**src/integer_to_ascii_formatter_macros.svh**
```systemverilog
// ----------------------------------------------------------------------------
// Assertion macros for the integer to ASCII formatter
// Define NO_ASSERTIONS to compile them out.
// ----------------------------------------------------------------------------
`ifndef INTEGER_TO_ASCII_FORMATTER_MACROS_SVH
`define INTEGER_TO_ASCII_FORMATTER_MACROS_SVH

`ifndef NO_ASSERTIONS

// Condition a implies condition b in the same cycle
`define ITOA_ASSERT_IMPLY(label, clk, rst, a, b) \
  label: assert property (@(posedge clk) disable iff (rst) (a) |-> (b)) \
    else $error("itoa assertion failed");

// Condition a implies condition b in the next cycle
`define ITOA_ASSERT_NEXT(label, clk, rst, a, b) \
  label: assert property (@(posedge clk) disable iff (rst) (a) |=> (b)) \
    else $error("itoa assertion failed");

`else

`define ITOA_ASSERT_IMPLY(label, clk, rst, a, b)
`define ITOA_ASSERT_NEXT(label, clk, rst, a, b)

`endif

`endif

```
**src/itoa_pkg.sv**
```systemverilog
// ----------------------------------------------------------------------------
// itoa_pkg
// Character codes and the digit-to-ASCII mapping of the formatter.
// ----------------------------------------------------------------------------
`default_nettype none

package itoa_pkg;

  // ASCII codes
  localparam logic [7:0] CHAR_ZERO  = 8'h30;
  localparam logic [7:0] CHAR_MINUS = 8'h2D;
  localparam logic [7:0] CHAR_HEX_A = 8'h41;

  // First digit value that prints as a letter
  localparam logic [3:0] HEX_LETTER_MIN = 4'd10;

  // Shift-and-add-3 correction for BCD digits
  localparam logic [3:0] BCD_ADJUST_MIN = 4'd5;
  localparam logic [3:0] BCD_ADJUST     = 4'd3;

  // One digit (0..15) to its uppercase ASCII character
  function automatic logic [7:0] ascii_digit(input logic [3:0] d);
    logic [7:0] ext;
    ext = {4'h0, d};
    if (d < HEX_LETTER_MIN) begin
      return CHAR_ZERO + ext;
    end else begin
      return CHAR_HEX_A + ext - {4'h0, HEX_LETTER_MIN};
    end
  endfunction

endpackage

`default_nettype wire

```
**src/integer_to_ascii_formatter.sv**
```systemverilog
// ----------------------------------------------------------------------------
// integer_to_ascii_formatter
// Prints one word as signed decimal or uppercase hex, one character a beat.
// ----------------------------------------------------------------------------
// Input channel: value/kind with in_valid/in_ready. kind 0 reads value as
// signed decimal, kind 1 as unsigned hex. Output channel: character/last with
// out_valid/out_ready, most significant character first, last set on the
// final character. Negative decimals start with '-'; leading zeros are
// dropped and zero prints as a single '0'.
// Decimal conversion is bit-serial shift-and-add-3: one input bit per cycle,
// into NumDigits BCD digits. Hex loads the digits directly. The digit
// register is then shifted out one digit per cycle while leading zeros are
// skipped, then one character per cycle while the receiver keeps taking them.
// in_ready is high only while idle; the next item can be taken while the
// final character still waits in the output register.
// Reset returns to idle and drops any pending character. A stalled receiver
// holds the output register and the character output simply waits.
// ----------------------------------------------------------------------------
`default_nettype none

module integer_to_ascii_formatter #(
  parameter int VALUE_WIDTH = 32
) (
  input  wire logic                   clk,
  input  wire logic                   rst,
  input  wire logic [VALUE_WIDTH-1:0] value,
  input  wire logic                   kind,
  input  wire logic                   in_valid,
  output logic                        in_ready,
  output logic [7:0]                  character,
  output logic                        last,
  output logic                        out_valid,
  input  wire logic                   out_ready
);
  import itoa_pkg::*;

  `include "integer_to_ascii_formatter_macros.svh"

  // Decimal digits needed for 2**VALUE_WIDTH - 1 (always covers hex too)
  localparam int NumDigits = (VALUE_WIDTH * 30103) / 100000 + 1;
  localparam int DigW      = 4 * NumDigits;
  localparam int BitCntW   = $clog2(VALUE_WIDTH + 1);
  localparam int SlotCntW  = $clog2(NumDigits + 1);

  typedef enum logic [2:0] {
    ST_IDLE,
    ST_CONV,
    ST_SIGN,
    ST_SKIP,
    ST_EMIT
  } state_t;

  state_t                 state;
  logic [VALUE_WIDTH-1:0] bin;
  logic [DigW-1:0]        digits;
  logic [DigW-1:0]        digits_next;
  logic [BitCntW-1:0]     bit_cnt;
  logic [SlotCntW-1:0]    slot_cnt;
  logic                   neg;

  logic                   in_neg;
  logic [VALUE_WIDTH-1:0] in_mag;
  logic [3:0]             top_digit;
  logic                   out_load;
  logic                   char_load;

  assign in_ready  = (state == ST_IDLE);
  assign top_digit = digits[DigW-1 -: 4];
  assign out_load  = !out_valid || out_ready;
  // a new character enters the output register this cycle
  assign char_load = out_load && (state == ST_SIGN || state == ST_EMIT);

  // Sign and magnitude; the most negative value comes out as 2**(W-1)
  assign in_neg = !kind && value[VALUE_WIDTH-1];
  assign in_mag = in_neg ? (~value + 1'b1) : value;

  // One double-dabble step: correct each digit, then shift in a bit
  always_comb begin
    logic [DigW-1:0] adj;
    adj = digits;
    for (int i = 0; i < NumDigits; i++) begin
      if (digits[4*i +: 4] >= BCD_ADJUST_MIN) begin
        adj[4*i +: 4] = digits[4*i +: 4] + BCD_ADJUST;
      end
    end
    digits_next = {adj[DigW-2:0], bin[VALUE_WIDTH-1]};
  end

  // Sequencer and output register
  always_ff @(posedge clk) begin
    if (rst) begin
      state     <= ST_IDLE;
      out_valid <= 1'b0;
      neg       <= 1'b0;
      bit_cnt   <= '0;
      slot_cnt  <= '0;
    end else begin
      if (out_ready && !char_load) begin
        out_valid <= 1'b0;
      end
      unique case (state)
        ST_IDLE: begin
          if (in_valid) begin
            neg      <= in_neg;
            slot_cnt <= SlotCntW'(NumDigits);
            if (kind) begin
              digits <= DigW'(in_mag);
              state  <= ST_SKIP;
            end else begin
              bin     <= in_mag;
              digits  <= '0;
              bit_cnt <= BitCntW'(VALUE_WIDTH);
              state   <= ST_CONV;
            end
          end
        end
        ST_CONV: begin
          digits  <= digits_next;
          bin     <= bin << 1;
          bit_cnt <= bit_cnt - 1'b1;
          if (bit_cnt == BitCntW'(1)) begin
            state <= neg ? ST_SIGN : ST_SKIP;
          end
        end
        ST_SIGN: begin
          if (out_load) begin
            character <= CHAR_MINUS;
            last      <= 1'b0;
            out_valid <= 1'b1;
            state     <= ST_SKIP;
          end
        end
        ST_SKIP: begin
          // drop leading zeros, keeping at least one digit
          if (top_digit == 4'h0 && slot_cnt > SlotCntW'(1)) begin
            digits   <= {digits[DigW-5:0], 4'h0};
            slot_cnt <= slot_cnt - 1'b1;
          end else begin
            state <= ST_EMIT;
          end
        end
        ST_EMIT: begin
          if (out_load) begin
            character <= ascii_digit(top_digit);
            last      <= (slot_cnt == SlotCntW'(1));
            out_valid <= 1'b1;
            digits    <= {digits[DigW-5:0], 4'h0};
            slot_cnt  <= slot_cnt - 1'b1;
            if (slot_cnt == SlotCntW'(1)) begin
              state <= ST_IDLE;
            end
          end
        end
        default: begin
          state <= ST_IDLE;
        end
      endcase
    end
  end

  // Checks
  `ITOA_ASSERT_IMPLY(a_sign_only_negative, clk, rst, state == ST_SIGN, neg)
  `ITOA_ASSERT_IMPLY(a_conv_count_live, clk, rst, state == ST_CONV, bit_cnt != '0)
  `ITOA_ASSERT_IMPLY(a_emit_slot_live, clk, rst, state == ST_EMIT, slot_cnt != '0)
  `ITOA_ASSERT_IMPLY(a_minus_not_last, clk, rst,
                     out_valid && character == CHAR_MINUS, !last)
  `ITOA_ASSERT_NEXT(a_accept_leaves_idle, clk, rst, in_valid && in_ready, !in_ready)

endmodule

`default_nettype wire
```
**config.mk**
```make
export PLATFORM = sky130hd
export DESIGN_NAME = integer_to_ascii_formatter
export DESIGN_NICKNAME = d
export VERILOG_FILES = /design/src/itoa_pkg.sv /design/src/integer_to_ascii_formatter.sv
export VERILOG_INCLUDE_DIRS = /design/src /design/src/src
export SDC_FILE = /design/constraint.sdc
export NUM_CORES = 1
export LEC_CHECK = 0
export BUFFER_PORTS_ARGS = -buffer_cell sky130_fd_sc_hd__buf_2
export CAP_MARGIN = 15
export CELL_PAD_IN_SITES_DETAIL_PLACEMENT = 1
export CELL_PAD_IN_SITES_GLOBAL_PLACEMENT = 1
export CORE_ASPECT_RATIO = 0.7
export CORE_MARGIN = 2
export CORE_UTILIZATION = 47
export DETAILED_ROUTE_END_ITERATION = 12
export PLACE_DENSITY_LB_ADDON = 0.3
export SKIP_CTS_REPAIR_TIMING = 1
export SLEW_MARGIN = 20
export SYNTH_ARGS = -nofsm -noshare
export SYNTH_HDL_FRONTEND = slang
export SYNTH_SLANG_ARGS = --single-unit
```
**constraint.sdc**
```tcl
create_clock -name clk -period 4.9 [get_ports clk]
set_clock_uncertainty 0.1 [all_clocks]
set_input_delay 0.49 -clock clk [delete_from_list [all_inputs] [get_ports clk]]
set_output_delay 0.49 -clock clk [all_outputs]
set_load 0.02 [all_outputs]
```
==> flow_summary.ini <==
[outcome]
status = finished, final reports clean

[synthesis]
synth-edff-count = 80
yosys_warnings = 0
synth_cell_type_count = 58
synth_nets = 701
synth.cell_area_um2 = 6010
synthesis.instances = 639
synth_ff_type = edfxtp_1
async_flop_share = 0
ys_seq_elements = 95
synth-seq-area-share = 0.449
synth_area_per_cell_um2 = 9.41

[cts]
clockRootBuffer = clkbuf_16
cts_buffer_depth = 2
clock-sinks = 95
clk_pin_slew_worst_paths_ps = 70
cts_buffers = 9
htreeDepth = 3
clk_latency_ps = 350
cts_tree = done

[route]
route.detailed.drc = 0
firstDrtPassIters = 5
wl_per_cell_um = 20.4
vias = 5182
drtAntennaViolNets = 0
drt-initial-drc-count = 505
wl_um = 17000
via_per_inst = 6.20

[global_routing]
grt_util_all_layers = 0.258
antenna_found_initial = 0
grt_use_met3 = 0.0457
grt_pass1_wl_um = 28400
grt.busiest_layer = met2
use_met2 = 0.422
grt_max_degree = 48
first_global_vias = 5448
gr-usage-met1 = 0.359
grt-ovfl-total = 0

[die]
rows = 34
ios = 48
core_area_um2 = 12500
floorplan.initialDensity = 0.483
design.die.area_um2 = 13700
die_w_um = 139
die_y_um = 98.6

[critical_path]
required_ps = 4810
crit_type = reg -> reg
reg2reg_depth = 7
worstSetupEndpointType = flip-flop
rrSetupSlack_ps = 1880
path_max_fanout = 24
r2r_end = digits[9]
worstReg2RegStart = digits[37]
cp-start-kind = flip-flop
cp_data_arrival_time_ps = 2930

[power_and_ir_drop]
peakVddDrop_mv = 0.235
leakage_nw = 2.38
power.density_nw_per_um2 = 540

[min_path]
min_from = bit_cnt[4]
min_path_type = reg -> reg
hold-path-cell-count = 1
holdPathEnd = bit_cnt[4]

[layout]
instances_no_fill = 836
antenna_cells = 0
final_nets = 731
drive_gt1_frac = 0.132
fill_cells = 1427
area_growth_pct = 11.8

[sta]
min_period_ps = 3020
rsz0062_at_grt = false
setup_viol = 0
worst_slew_pin_slew_ps = 840
max_freq_ghz = 0.331
finalCritPeriodShare = 0.616
hold_viol = 0
finalMaxSlewViolations = 0
fin_setup_tns_ps = 0
maxSlewHeadroom = 0.437

[place]
routabilityCongestion = 0.840
io_buffers = 46
dp_hpwl_um = 11800
dp_cells = 820

[job]
maxCapViolations = 0
[critical path: stages, from the launching register on]
cell and delay [ps]:
edfxtp_1 430, inv_1 180, ha_1 340, nor3b_1 290, o31a_1 220, o21ai_0 170, a21oi_4 530, buf_4 420
[cells in the final DEF, fill, tap and decap left out, types with 3 or more instances in the layout]
cell type / netlist / layout
a41oi_1: 3 / 3
nand2_1: 45 / 45
edfxtp_1: 80 / 80
a31oi_1: 7 / 7
mux2i_1: 3 / 3
a22oi_1: 28 / 28
xnor2_1: 23 / 23
nor3_2: 2 / 3
nor3b_1: 21 / 20
ha_1: 25 / 25
buf_2: 12 / 46
a21oi_1: 62 / 61
o21ai_0: 75 / 75
a211oi_1: 6 / 6
and3_1: 4 / 4
buf_4: 1 / 6
nand3_1: 12 / 12
or3_1: 4 / 4
inv_1: 31 / 31
o22ai_1: 4 / 4
dfxtp_1: 15 / 15
nor2_1: 50 / 49
nor4_1: 7 / 7
o41ai_2: 3 / 3
nand2b_1: 14 / 13
xor2_1: 14 / 14
nor3_1: 16 / 15
bufinv_16: 0 / 3
nor2b_1: 8 / 8
or2_2: 4 / 4
o31ai_1: 4 / 4
clkbuf_16: 0 / 9
[worst max path at each step]
stage | to | start | slack, ps
after floorplan | digits[0] | digits[37] | 1060
after global placement | digits[13] | digits[37] | 2060
after detailed placement | digits[13] | digits[37] | 1910
after CTS | digits[14] | digits[37] | 1880
after global routing | digits[16] | digits[37] | 1650
final | digits[9] | digits[37] | 1880
[logic make-up after synthesis]
family / after synthesis / share of synthesized area
mux: 3 / 0.00499
fa+ha+maj: 25 / 0.0520
compound gates: 214 / 0.217
xor+xnor: 37 / 0.0539
flops: 95 / 0.449
simple gates: 200 / 0.180
buf+inv: 64 / 0.0431
other cells: 1 / 0.000623
[registers in the layout (all words and copies together) (netlist names)]
register / flops
neg: 1
slot_cnt: 4
bin: 32
bit_cnt: 6
state: 3
last: 1
character: 7
digits: 40
out_valid: 1
[layer usage]
layer / part of all wire / vias to the layer above
li1: - / 2421
met1: 0.46 / 2609
met2: 0.48 / 137
met3: 0.051 / 15
met4: 0.0082 / 0
met5: 0 / -
[layout make-up]
type | instances | area [um^2] | share of cell area
well taps | 162 | 203 | 0.0302
inverters | 31 | 116 | 0.0173
clock buffers | 9 | 225 | 0.0335
repair buffers | 52 | 275 | 0.0410
flip-flops and latches | 95 | 2700 | 0.402
multi-input cells | 480 | 3080 | 0.458
clock inverters | 7 | 120 | 0.0179
[cell usage after synthesis (2+ instances only)]
cell / n / area (um^2)
o41ai_2: 3 / 48.8
ha_1: 25 / 313
a41oi_1: 3 / 26.3
xor2_1: 14 / 123
nor3_1: 16 / 80.1
a211oi_1: 6 / 45.0
mux2i_1: 3 / 30.0
and2_1: 2 / 12.5
nand2b_1: 14 / 87.6
nor2_1: 50 / 188
nor3_2: 2 / 20.0
a21oi_1: 62 / 310
or3_1: 4 / 25.0
a22o_1: 2 / 17.5
nand3_1: 12 / 60.1
o21ai_1: 2 / 10.0
a21o_1: 2 / 15.0
nand4_1: 2 / 12.5
nor2b_1: 8 / 50.1
buf_2: 12 / 60.1
nor3b_1: 21 / 158
dfxtp_1: 15 / 300
clkbuf_1: 18 / 67.6
o211ai_1: 2 / 15.0
xnor2_1: 23 / 201
and3_1: 4 / 25.0
inv_1: 31 / 116
a221o_1: 2 / 20.0
edfxtp_1: 80 / 2400
o21ai_0: 75 / 375
or2_2: 4 / 25.0
a31oi_1: 7 / 43.8
nor4_1: 7 / 43.8
o31a_1: 2 / 17.5
o31ai_1: 4 / 30.0
o22ai_1: 4 / 25.0
buf_1: 2 / 7.51
nand3b_1: 2 / 15.0
nand2_1: 45 / 169
a211o_1: 2 / 17.5
a22oi_1: 28 / 210
[stage by stage]
step / hold WS (ps) / instance area (um^2) / total power, mW / util / setup WS [ps]
6_report: 381 / 6720 / 3.63 / 0.539 / 1880
5_1_grt: 421 / 6720 / 3.87 / 0.539 / 1650
4_1_cts: 374 / 6710 / 3.63 / 0.539 / 1880
3_5_place_dp: 370 / 6370 / 2.78 / 0.511 / 1910
3_3_place_gp: 356 / 6370 / 2.67 / 0.511 / 2060
2_1_floorplan: 339 / 6010 / 2.37 / - / 1060
[report_power, final]
part	internal, mW	total, mW	switching, mW
sequential	1.22	1.43	0.209
combinational	0.480	1.37	0.893
clock	0.501	0.824	0.323
total	2.20	3.63	1.43
(Power assumes the default switching activity.)
